**src/rtl/core/pes_pkg.sv**
```systemverilog
// ----------------------------------------------------------------------------
// Periodic event scheduler package
// Shared types and constants for the scheduler core.
// ----------------------------------------------------------------------------
package pes_pkg;

  localparam int unsigned IdW     = 32;
  localparam int unsigned PeriodW = 16;
  localparam int unsigned DueW    = 48;

  typedef enum logic [1:0] {
    MODE_CLEAR = 2'd0,
    MODE_ADD   = 2'd1,
    MODE_NEXT  = 2'd2,
    MODE_NOP   = 2'd3
  } mode_e;

  typedef enum logic [1:0] {
    STATUS_OK    = 2'd0,
    STATUS_FULL  = 2'd1,
    STATUS_EMPTY = 2'd2,
    STATUS_RSVD  = 2'd3
  } status_e;

  typedef struct packed {
    logic [IdW-1:0]     id;
    logic [PeriodW-1:0] period;
    logic [DueW-1:0]    due;
  } entry_t;

  typedef struct packed {
    logic decode;
    logic scan;
    logic update;
    logic load_out;
  } pes_cmd_t;

  typedef struct packed {
    logic needs_scan;
    logic scan_last;
  } pes_stat_t;

endpackage

```
**src/rtl/core/pes_ctrl.sv**
```systemverilog
// ----------------------------------------------------------------------------
// Periodic event scheduler controller
// Sequences decode, table search, due time update and result hand-off.
// ----------------------------------------------------------------------------
module pes_ctrl import pes_pkg::*; (
  input  logic      clk_i,
  input  logic      rst_ni,
  input  logic      in_valid_i,
  output logic      in_ready_o,
  output logic      out_valid_o,
  input  logic      out_ready_i,
  output pes_cmd_t  cmd_o,
  input  pes_stat_t stat_i
);

  localparam logic [2:0] S_IDLE   = 3'd0;
  localparam logic [2:0] S_DECODE = 3'd1;
  localparam logic [2:0] S_SCAN   = 3'd2;
  localparam logic [2:0] S_UPDATE = 3'd3;
  localparam logic [2:0] S_FINISH = 3'd4;

  logic [2:0] state_q, state_d;
  logic       out_valid_q, out_valid_d;
  logic       slot_free;

  assign slot_free  = !out_valid_q || out_ready_i;
  assign in_ready_o = (state_q == S_IDLE);
  assign out_valid_o = out_valid_q;

  always_comb begin
    state_d     = state_q;
    out_valid_d = out_valid_q && !out_ready_i;
    cmd_o       = '0;
    unique case (state_q)
      S_IDLE: begin
        if (in_valid_i) state_d = S_DECODE;
      end
      S_DECODE: begin
        cmd_o.decode = 1'b1;
        state_d = stat_i.needs_scan ? S_SCAN : S_FINISH;
      end
      S_SCAN: begin
        cmd_o.scan = 1'b1;
        if (stat_i.scan_last) state_d = S_UPDATE;
      end
      S_UPDATE: begin
        cmd_o.update = 1'b1;
        state_d = S_FINISH;
      end
      S_FINISH: begin
        if (slot_free) begin
          cmd_o.load_out = 1'b1;
          out_valid_d    = 1'b1;
          state_d        = S_IDLE;
        end
      end
      default: state_d = S_IDLE;
    endcase
  end

  always_ff @(posedge clk_i or negedge rst_ni) begin
    if (!rst_ni) begin
      state_q     <= S_IDLE;
      out_valid_q <= 1'b0;
    end else begin
      state_q     <= state_d;
      out_valid_q <= out_valid_d;
    end
  end

`ifndef ASSERT_OFF
  a_accept_decodes: assert property (@(posedge clk_i) disable iff (!rst_ni)
    in_valid_i && in_ready_o |=> state_q == S_DECODE) else $error("accept lost");
  a_legal_state: assert property (@(posedge clk_i) disable iff (!rst_ni)
    state_q <= S_FINISH) else $error("illegal state");
  a_load_valid: assert property (@(posedge clk_i) disable iff (!rst_ni)
    cmd_o.load_out |=> out_valid_q) else $error("result not presented");
`endif

endmodule

```
**config.mk**
```make
export PLATFORM = sky130hd
export DESIGN_NAME = pes_ctrl
export DESIGN_NICKNAME = d
export VERILOG_FILES = /design/src/rtl/core/pes_pkg.sv /design/src/rtl/core/pes_ctrl.sv
export SDC_FILE = /design/constraint.sdc
export NUM_CORES = 1
export LEC_CHECK = 0
export BUFFER_PORTS_ARGS = -buffer_cell sky130_fd_sc_hd__buf_2
export CAP_MARGIN = 30
export CORE_AREA = 2 2 39 41
export DETAILED_ROUTE_END_ITERATION = 10
export DIE_AREA = 0 0 41 43
export PLACE_DENSITY = 0.4
export SKIP_LAST_GASP = 1
export SYNTH_ARGS = -nofsm -noshare
export SYNTH_HDL_FRONTEND = slang
export SYNTH_SLANG_ARGS = --single-unit
```
**constraint.sdc**
```tcl
create_clock -name clk_i -period 1.15 [get_ports clk_i]
set_input_delay 0.23 -clock clk_i [delete_from_list [all_inputs] [get_ports clk_i]]
set_output_delay 0.23 -clock clk_i [all_outputs]
set_load 0.02 [all_outputs]
```
==> results.sh, run 1 <==
export IMPL_final_cells=61
export IMPL_drt_total_wl_um=623
export IMPL_n_fill_cell=152
export IMPL_holdPathStages=3
export IMPL_vias_per_cell=3.984
export IMPL_cp_data_required_time_ns=0.92
export IMPL_syn_area_um2=214.0
export IMPL_peakVddDrop_mv=0.7255
export IMPL_tightest_slew_ns=0.1928
export IMPL_die_w_um=41
export IMPL_dr_pass1_iters=2
export IMPL_antenna_left=0
export IMPL_port_buffer_count=11
export IMPL_diodes=0
export IMPL_critPathMaxStageDelay_ns=0.41
export IMPL_place_gp_congestion=0.7202
export IMPL_maxCapViolCount=0
export IMPL_dp_cells=54
export IMPL_grt_pass1_vias=272
export IMPL_syn_inst=21
export IMPL_start_util=0.1546
export IMPL_cts_root_buffer="clkbuf_4"
export IMPL_maxSlewHeadroom=0.8705
export IMPL_avgSynthCellArea_um2=10.19
export IMPL_yosys_warnings=0
export IMPL_rows=14
export IMPL_r2r_end="state_q[2]"
export IMPL_setup_viol=5
export IMPL_grtUsageTotal=0.09668
export IMPL_ys_seq_elements=4
export IMPL_reg2regPathDepth=3
export IMPL_dp_hpwl_um=438
export IMPL_finalCritPeriodShare=1.280
export IMPL_grt_pass1_wl_um=1110
export IMPL_cp_max_fo=2
export IMPL_overflow=0
export IMPL_worstSetupEndpoint="cmd_o[0]"
export IMPL_grt_max_degree=7
export IMPL_wl_per_cell_um=10.21
export IMPL_dieArea_mm2=0.001763
export IMPL_violations="negative setup slack"
export IMPL_cts_tree="built"
export IMPL_worstSetupPathType="reg -> out"
export IMPL_syn_to_final_growth_pct=126.9
export IMPL_path_buf_inv=1
export IMPL_antenna_found_initial=0
export IMPL_final_net_count=53
export IMPL_clk_latency_ns=0.23
export IMPL_htreeDepth=1
export IMPL_cts_buffer_depth=2
export IMPL_drtIter0Drc=2
export IMPL_setup_slack_ns=-0.3225
export IMPL_crit_start="state_q[1]"
export IMPL_final_layout_size_suffix_gt1_frac=0.7556
export IMPL_leakage_nw=0.2318
export IMPL_num_io_pins=12
export IMPL_finalMaxSlewViolations=0
export IMPL_p_per_area_mw_per_mm2=2819
export IMPL_num_vias=243
export IMPL_r2r_setup_slack_ns=0.02
export IMPL_outcome="complete, but fails checks"
export IMPL_syn_num_nets=27
export IMPL_path_clk_slew_ns=0.04
export IMPL_die_y_um=43
export IMPL_end_kind="output pin"
export IMPL_slowest_stage="or3b_4"
export IMPL_hold_violations=0
export IMPL_fmax_ghz=0.6791
export IMPL_p_total_w=0.001368
export IMPL_path_delay_family="simple AND/OR/NAND/NOR gates"
export IMPL_cts_made_buffers=3
export IMPL_yosysSeqAreaShare=0.4678
export IMPL_drc_errors=0
export IMPL_critPathLaunchType="register"
export IMPL_hold_path_class="in -> reg"
export IMPL_clkSinkCount=4
export IMPL_setup_tns_final_ns=-1.191
export IMPL_crit_cells=3
export IMPL_crit_chain="or3b_4, nor2b_4, buf_6"
export IMPL_min_period_ns=1.473
export IMPL_r2r_start="state_q[1]"
export IMPL_core_area_mm2=0.001384
export IMPL_ys_types=15
export IMPL_rsz0062_at_grt="yes"
export IMPL_clock_skew_ns=0.002299
export IMPL_crit_arrival_ns=1.24
-- cells by family after synthesis --
family	count (synthesis)	share of synthesized area
flip-flops	4	0.4679
AO/OA/AOI/OAI	2	0.08184
multiplexers	1	0.04679
buffers and inverters	1	0.01753
AND/OR/NAND/NOR	13	0.3860
-- flip-flops by register name (all words and copies together) (netlist names) --
register,cells
state_q,3
out_valid_o,1
-- metal layers --
metal | track usage | vias up | wire, µm
li1 | - | 121 | -
met1 | 0.1104 | 111 | 226
met5 | 0 | - | 0
met4 | 0.08000 | 0 | 0
met3 | 0.01571 | 0 | 37
met2 | 0.1469 | 11 | 359
-- cells in the mapped netlist --
cell | count | area share
nor2b_1 | 1 | 0.029
and2b_2 | 1 | 0.041
nand2b_1 | 1 | 0.029
mux2i_1 | 1 | 0.047
inv_1 | 1 | 0.018
dfrtp_1 | 4 | 0.47
or2b_1 | 1 | 0.035
nor2_1 | 2 | 0.035
nand2b_2 | 1 | 0.041
o22ai_2 | 1 | 0.058
nand2_1 | 1 | 0.018
nand3b_1 | 1 | 0.035
or3b_4 | 1 | 0.053
a21oi_1 | 1 | 0.023
nor3_1 | 3 | 0.070
-- what timing repair did --
item / in CTS / in global routing
pin swaps: 2 / 3
hold buffers: 1 / 0
setup endpoints to repair: 5 / 8
hold endpoints to repair: 4 / 0
resized for setup: 12 / 12
setup buffers: 3 / 1
-- per-stage QoR --
| step | worst slack [ns] | hold slack [ns] | util | instance area, µm² |
|---|---|---|---|---|
| final | -0.3225 | 0.2738 | 0.3508 | 485.5 |
| after CTS | -0.3358 | 0.2625 | 0.3146 | 435.4 |
| after global placement | -0.09918 | 0.03666 | 0.2468 | 341.6 |
| after floorplan | -0.1033 | -0.06559 | - | 221.5 |
| after global routing | -0.3701 | 0.2869 | 0.3508 | 485.5 |
| after detailed placement | -0.1091 | 0.03716 | 0.2468 | 341.6 |
-- how the worst min path moves through the flow --
stage	startpoint	end	slack, ns
after floorplan	rst_ni	out_valid_o	-0.07
after global placement	rst_ni	out_valid_o	0.04
after detailed placement	rst_ni	out_valid_o	0.04
after CTS	stat_i[1]	state_q[1]	0.26
after global routing	stat_i[1]	state_q[1]	0.29
final	stat_i[1]	state_q[1]	0.27
-- final cells by class --
type	count	area, µm²	share of cell area
clock buffer	3	22.52	0.04639
inverter	1	3.754	0.007732
multi-input combinational	16	163.9	0.3376
sequential	4	100.1	0.2062
tap	16	20.02	0.04124
timing repair buffer	21	175.2	0.3608
-- worst min-delay path, stage by stage --
cell      delay, ns
buf_2          0.10
nand3b_1       0.09
a21oi_2        0.05
-- cell usage in the layout, fill, tap and decap left out --
master	count
and2b_2	1
nand3b_1	1
buf_2	6
buf_6	8
or2b_1	1
mux2i_1	1
nor2b_4	1
o22ai_2	1
nand2b_4	1
nand2b_1	1
dfrtp_1	4
inv_2	1
buf_4	6
nor3_4	2
a21oi_2	1
nor2_4	2
clkbuf_4	3
nand2_1	1
or3b_4	1
dlygate4sd3_1	1
nor3_1	1
-- power breakdown --
| part | internal (W) | switching [W] | total (W) |
|---|---|---|---|
| Combinational | 0.000509 | 0.000451 | 0.000961 |
| Sequential | 0.000202 | 0.0000332 | 0.000236 |
| Clock | 0.000117 | 0.0000557 | 0.000172 |
(Power assumes the default switching activity.)
==> inputs of run 2 (changes only) <==
==> constraint.sdc (replaced) <==
create_clock -name clk_i -period 1.15 [get_ports clk_i]
set_input_delay 0.115 -clock clk_i [delete_from_list [all_inputs] [get_ports clk_i]]
set_output_delay 0.115 -clock clk_i [all_outputs]
set_load 0.02 [all_outputs]
==> run 2 against run 1 <==
Net effect: the run still ends with negative setup slack left; via count fell by 4.9%; register-to-register slack barely moved; sequential power barely moved; critical path depth did not move; sequential share of layout area rose by 1.5 points; first-iteration DRC count fell by 100%; largest power group unchanged.
==> results.sh, run 2 (synthesis results as in run 1) <==
export IMPL_die_y_um=43
export IMPL_dr_pass1_iters=1
export IMPL_clkSinkCount=4
export IMPL_finalCritPeriodShare=1.188
export IMPL_antenna_found_initial=0
export IMPL_leakage_nw=0.2185
export IMPL_rows=14
export IMPL_port_buffer_count=11
export IMPL_diodes=0
export IMPL_setup_slack_ns=-0.2162
export IMPL_place_area_um2=326.6
export IMPL_grtUsageTotal=0.07661
export IMPL_p_total_w=0.001273
export IMPL_grt_pass1_wl_um=862
export IMPL_die_w_um=41
export IMPL_hold_violations=0
export IMPL_final_layout_size_suffix_gt1_frac=0.7209
export IMPL_start_util=0.1546
export IMPL_finalMaxSlewViolations=0
export IMPL_dp_cells=52
export IMPL_htreeDepth=1
export IMPL_regMostFlops="state_q"
export IMPL_cts_root_buffer="clkbuf_4"
export IMPL_clock_skew_ns=0.0005645
export IMPL_cts_made_buffers=3
export IMPL_outcome="complete, but fails checks"
export IMPL_final_cells=59
export IMPL_crit_arrival_ns=1.25
export IMPL_cp_data_required_time_ns=1.03
export IMPL_end_kind="output pin"
export IMPL_cts_buffer_depth=2
export IMPL_drtIter0Drc=0
export IMPL_vias_per_cell=3.915
export IMPL_core_area_mm2=0.001384
export IMPL_final_net_count=51
export IMPL_cts_tree="built"
export IMPL_peakVddDrop_mv=0.6853
export IMPL_fmax_ghz=0.7319
export IMPL_syn_to_final_growth_pct=111.1
export IMPL_grt_pass1_vias=228
export IMPL_setup_viol=5
export IMPL_tightest_slew_ns=0.1208
export IMPL_dpl_worst_slack_ns=0.009334
export IMPL_rsz0062_at_grt="yes"
export IMPL_overflow=0
export IMPL_path_clk_slew_ns=0.04
export IMPL_hold_path_class="in -> reg"
export IMPL_most_common_layout_cells="7 x buf_4, 6 x buf_2, 5 x buf_6"
export IMPL_clk_latency_ns=0.23
export IMPL_place_gp_congestion=0.7495
export IMPL_cp_max_fo=2
export IMPL_dp_hpwl_um=390.2
export IMPL_wl_per_cell_um=9.068
export IMPL_final_common_cell="buf_4"
export IMPL_largest_reg_flops=3
export IMPL_design_area_um2=451.7
export IMPL_dieArea_mm2=0.001763
export IMPL_critPathLaunchType="register"
export IMPL_worstSetupPathType="reg -> out"
export IMPL_grt_max_degree=7
export IMPL_num_vias=231
export IMPL_min_period_ns=1.366
export IMPL_drt_total_wl_um=535
export IMPL_maxSlewHeadroom=0.9172
export IMPL_antenna_left=0
export IMPL_drc_errors=0
export IMPL_maxCapViolCount=0
export IMPL_violations="negative setup slack"
export IMPL_p_per_area_mw_per_mm2=2818
export IMPL_num_io_pins=12
run 2: cell types whose count changed in the layout (fill, tap and decap cells not counted):
cell     before  now
nor3_4        2    1
inv_4         0    1
nor3_2        0    1
a21oi_2       1    0
inv_2         1    0
buf_6         8    5
a21oi_1       0    1
buf_4         6    7
run 2: report_power, final:
part           internal (W)  switching, W
clock network      0.000117     0.0000562
registers          0.000202     0.0000331
logic              0.000452      0.000413
total              0.000771      0.000502
run 2: repair_timing:
item / CTS / global route
resized for setup: 16 / 5
gates cloned: 0 / 0
endpoints found under the setup margin: 5 / 7
hold buffers: 1 / 0
hold endpoints to repair: 4 / 0
buffers inserted: 4 / 0
pin swaps: 2 / 3
run 2: worst max-delay path, stage by stage, from the launching register on:
cell and delay, ns:
dfrtp_1 0.37, or3b_4 0.41, nor2b_4 0.12, buf_6 0.11
run 2: per-stage QoR:
stage | hold WS (ns) | utilization | TNS [ns]
5_1_grt | 0.1537 | 0.3264 | -0.7523
3_5_place_dp | -0.08102 | 0.2360 | 0
2_1_floorplan | -0.1806 | - | 0
4_1_cts | 0.1418 | 0.3192 | -0.6457
6_report | 0.1482 | 0.3264 | -0.4917
3_3_place_gp | -0.07860 | 0.2360 | 0
run 2: worst paths after layout:
kind / startpoint / to / slack (ns) / cells after the start
worst max-delay path: state_q[0] / cmd_o[0] / -0.22 / 3
worst min-delay path: stat_i[1] / state_q[1] / 0.15 / 3
worst max register to register: state_q[0] / state_q[2] / 0.01 / 3
worst min register to register: state_q[0] / state_q[0] / 0.62 / 2
max in group asynchronous: rst_ni / out_valid_o / 0.81 / 2
min in group asynchronous: rst_ni / state_q[0] / 0.22 / 2
run 2: layout make-up:
cell class | count | area (µm²)
fill | 149 | 932.1
multi-input combinational | 16 | 153.9
timing repair buffer | 19 | 148.9
sequential | 4 | 100.1
clock buffer | 3 | 22.52
tap | 16 | 20.02
inverter | 1 | 6.256
run 2: layer usage:
layer  wire [µm]  GRT usage  vias up
met5           0          0        -
met4          16    0.08000        0
met3          28    0.01571        2
met2         275     0.1125        9
met1         216    0.08143      103
li1            -          -      117
==> inputs of run 3 (changes only) <==
Settings changed: BUFFER_PORTS_ARGS -buffer_cell sky130_fd_sc_hd__buf_2 to -buffer_cell sky130_fd_sc_hd__clkbuf_2.
==> run 3 against run 2 <==
Net effect: largest power group unchanged; the run still ends with negative setup slack left; final cell count is 1.7% higher; combinational power is 4.2% higher; clock-buffer cell count stayed put; total power rose by 3.0%; sequential share of layout area down 0.77 points; die area unchanged; global-route usage rose by 0.80 points; critical endpoint unchanged.
==> results.sh, run 3 (synthesis results as in run 1) <==
export IMPL_outcome="complete, but fails checks"
export IMPL_violations="negative setup slack"
export IMPL_final_net_count=52
export IMPL_num_vias=247
export IMPL_clock_skew_ns=0.001537
export IMPL_path_clk_slew_ns=0.04
export IMPL_finalMaxSlewViolations=0
export IMPL_syn_to_final_growth_pct=118.7
export IMPL_critPathLaunchType="register"
export IMPL_maxCapViolCount=0
export IMPL_fmax_ghz=0.7271
export IMPL_antenna_left=0
export IMPL_port_buffer_count=11
export IMPL_start_util=0.1546
export IMPL_cts_tree="built"
export IMPL_peakVddDrop_mv=0.7300
export IMPL_drc_errors=0
export IMPL_die_y_um=43
export IMPL_overflow=0
export IMPL_core_area_mm2=0.001384
export IMPL_holdPathStages=3
export IMPL_hold_path_startpoint="stat_i[1]"
export IMPL_hold_path_class="in -> reg"
export IMPL_dr_pass1_iters=4
export IMPL_dp_hpwl_um=393.1
export IMPL_hold_violations=0
export IMPL_place_gp_congestion=0.7445
export IMPL_setup_viol=7
export IMPL_drt_total_wl_um=600
export IMPL_reg2regPathDepth=4
export IMPL_drtIter0Drc=3
export IMPL_crit_start="state_q[0]"
export IMPL_tightest_slew_ns=0.1211
export IMPL_grt_pass1_vias=241
export IMPL_leakage_nw=0.2266
export IMPL_crit_arrival_ns=1.26
export IMPL_cts_made_buffers=3
export IMPL_cts_buffer_depth=2
export IMPL_vias_per_cell=4.117
export IMPL_clkSinkCount=4
export IMPL_grt_max_degree=8
export IMPL_grt_pass1_wl_um=910
export IMPL_dp_cells=52
export IMPL_final_cells=60
export IMPL_final_layout_size_suffix_gt1_frac=0.7045
export IMPL_p_per_area_mw_per_mm2=2803
export IMPL_most_common_layout_cells="6 x clkbuf_2, 6 x buf_6, 6 x buf_4"
export IMPL_htreeDepth=1
export IMPL_setup_slack_ns=-0.2253
export IMPL_final_util=0.3382
export IMPL_rsz0062_at_grt="yes"
export IMPL_clk_latency_ns=0.23
export IMPL_num_io_pins=12
export IMPL_end_kind="output pin"
export IMPL_diodes=0
export IMPL_dieArea_mm2=0.001763
export IMPL_maxSlewHeadroom=0.9170
export IMPL_cp_max_fo=2
export IMPL_min_period_ns=1.375
export IMPL_die_w_um=41
export IMPL_grtUsageTotal=0.08459
export IMPL_finalCritPeriodShare=1.196
export IMPL_antenna_found_initial=0
export IMPL_rows=14
export IMPL_fin_hold_ws_ns=0.1565
export IMPL_worstSetupPathType="reg -> out"
export IMPL_r2r_start="state_q[0]"
export IMPL_cts_root_buffer="clkbuf_4"
export IMPL_regMostFlops="state_q"
export IMPL_wl_per_cell_um=10.00
export IMPL_largest_reg_flops=3
export IMPL_cp_data_required_time_ns=1.03
[run 3: cell count changes in the layout (fill, tap and decap cells not counted)]
cell      change
inv_4         -1
buf_4         -1
clkbuf_2      +6
inv_1         +1
buf_2         -6
buf_8         +1
buf_6         +1
[run 3: report_power, final]
group          switching (W)  internal, W
combinational       0.000419     0.000482
clock              0.0000548     0.000117
sequential         0.0000369     0.000202
total               0.000511     0.000801
[run 3: final cells by class]
cell class                 count  area [µm²]
timing repair buffer          20       167.7
fill                         148       915.9
multi-input combinational     16       153.9
tap                           16       20.02
clock buffer                   3       22.52
sequential                     4       100.1
inverter                       1       3.754
[run 3: per-stage QoR]
stage                     area (µm²)  TNS [ns]  worst slack (ns)  total power [W]
after global placement         326.6         0          0.009990        0.0008101
after CTS                      406.6   -0.6317           -0.2372         0.001133
final                          467.9   -0.6182           -0.2253         0.001312
after floorplan                221.5         0          0.001401        0.0005892
after detailed placement       326.6         0          0.002791        0.0008115
after global routing           467.9   -0.9642           -0.2678         0.001401
[run 3: final timing paths]
kind                         endpoint  slack (ns)
max reg2reg                state_q[2]       -0.09
max                          cmd_o[0]       -0.23
min                        state_q[1]        0.16
min in group asynchronous  state_q[2]        0.23
min reg2reg                state_q[0]        0.62
max in group asynchronous  state_q[0]        0.80
[run 3: critical path, cell delays in order (launching register included)]
cell     delay (ns)
dfrtp_1        0.38
or3b_4         0.42
nor2b_4        0.12
buf_8          0.11
[run 3: routing by layer]
metal | track usage | wire, µm
met3 | 0.03141 | 36
met2 | 0.1094 | 310
met5 | 0 | 0
met1 | 0.09091 | 227
met4 | 0.1000 | 26
[run 3: repair_timing]
| action | 4_1_cts | 5_1_grt |
|---|---|---|
| pin swaps | 1 | 2 |
| gates resized for setup | 9 | 16 |
| hold buffers | 1 | 0 |
| endpoints found under the setup margin | 5 | 6 |
| setup buffers | 2 | 2 |
| endpoints found under the hold margin | 4 | 0 |
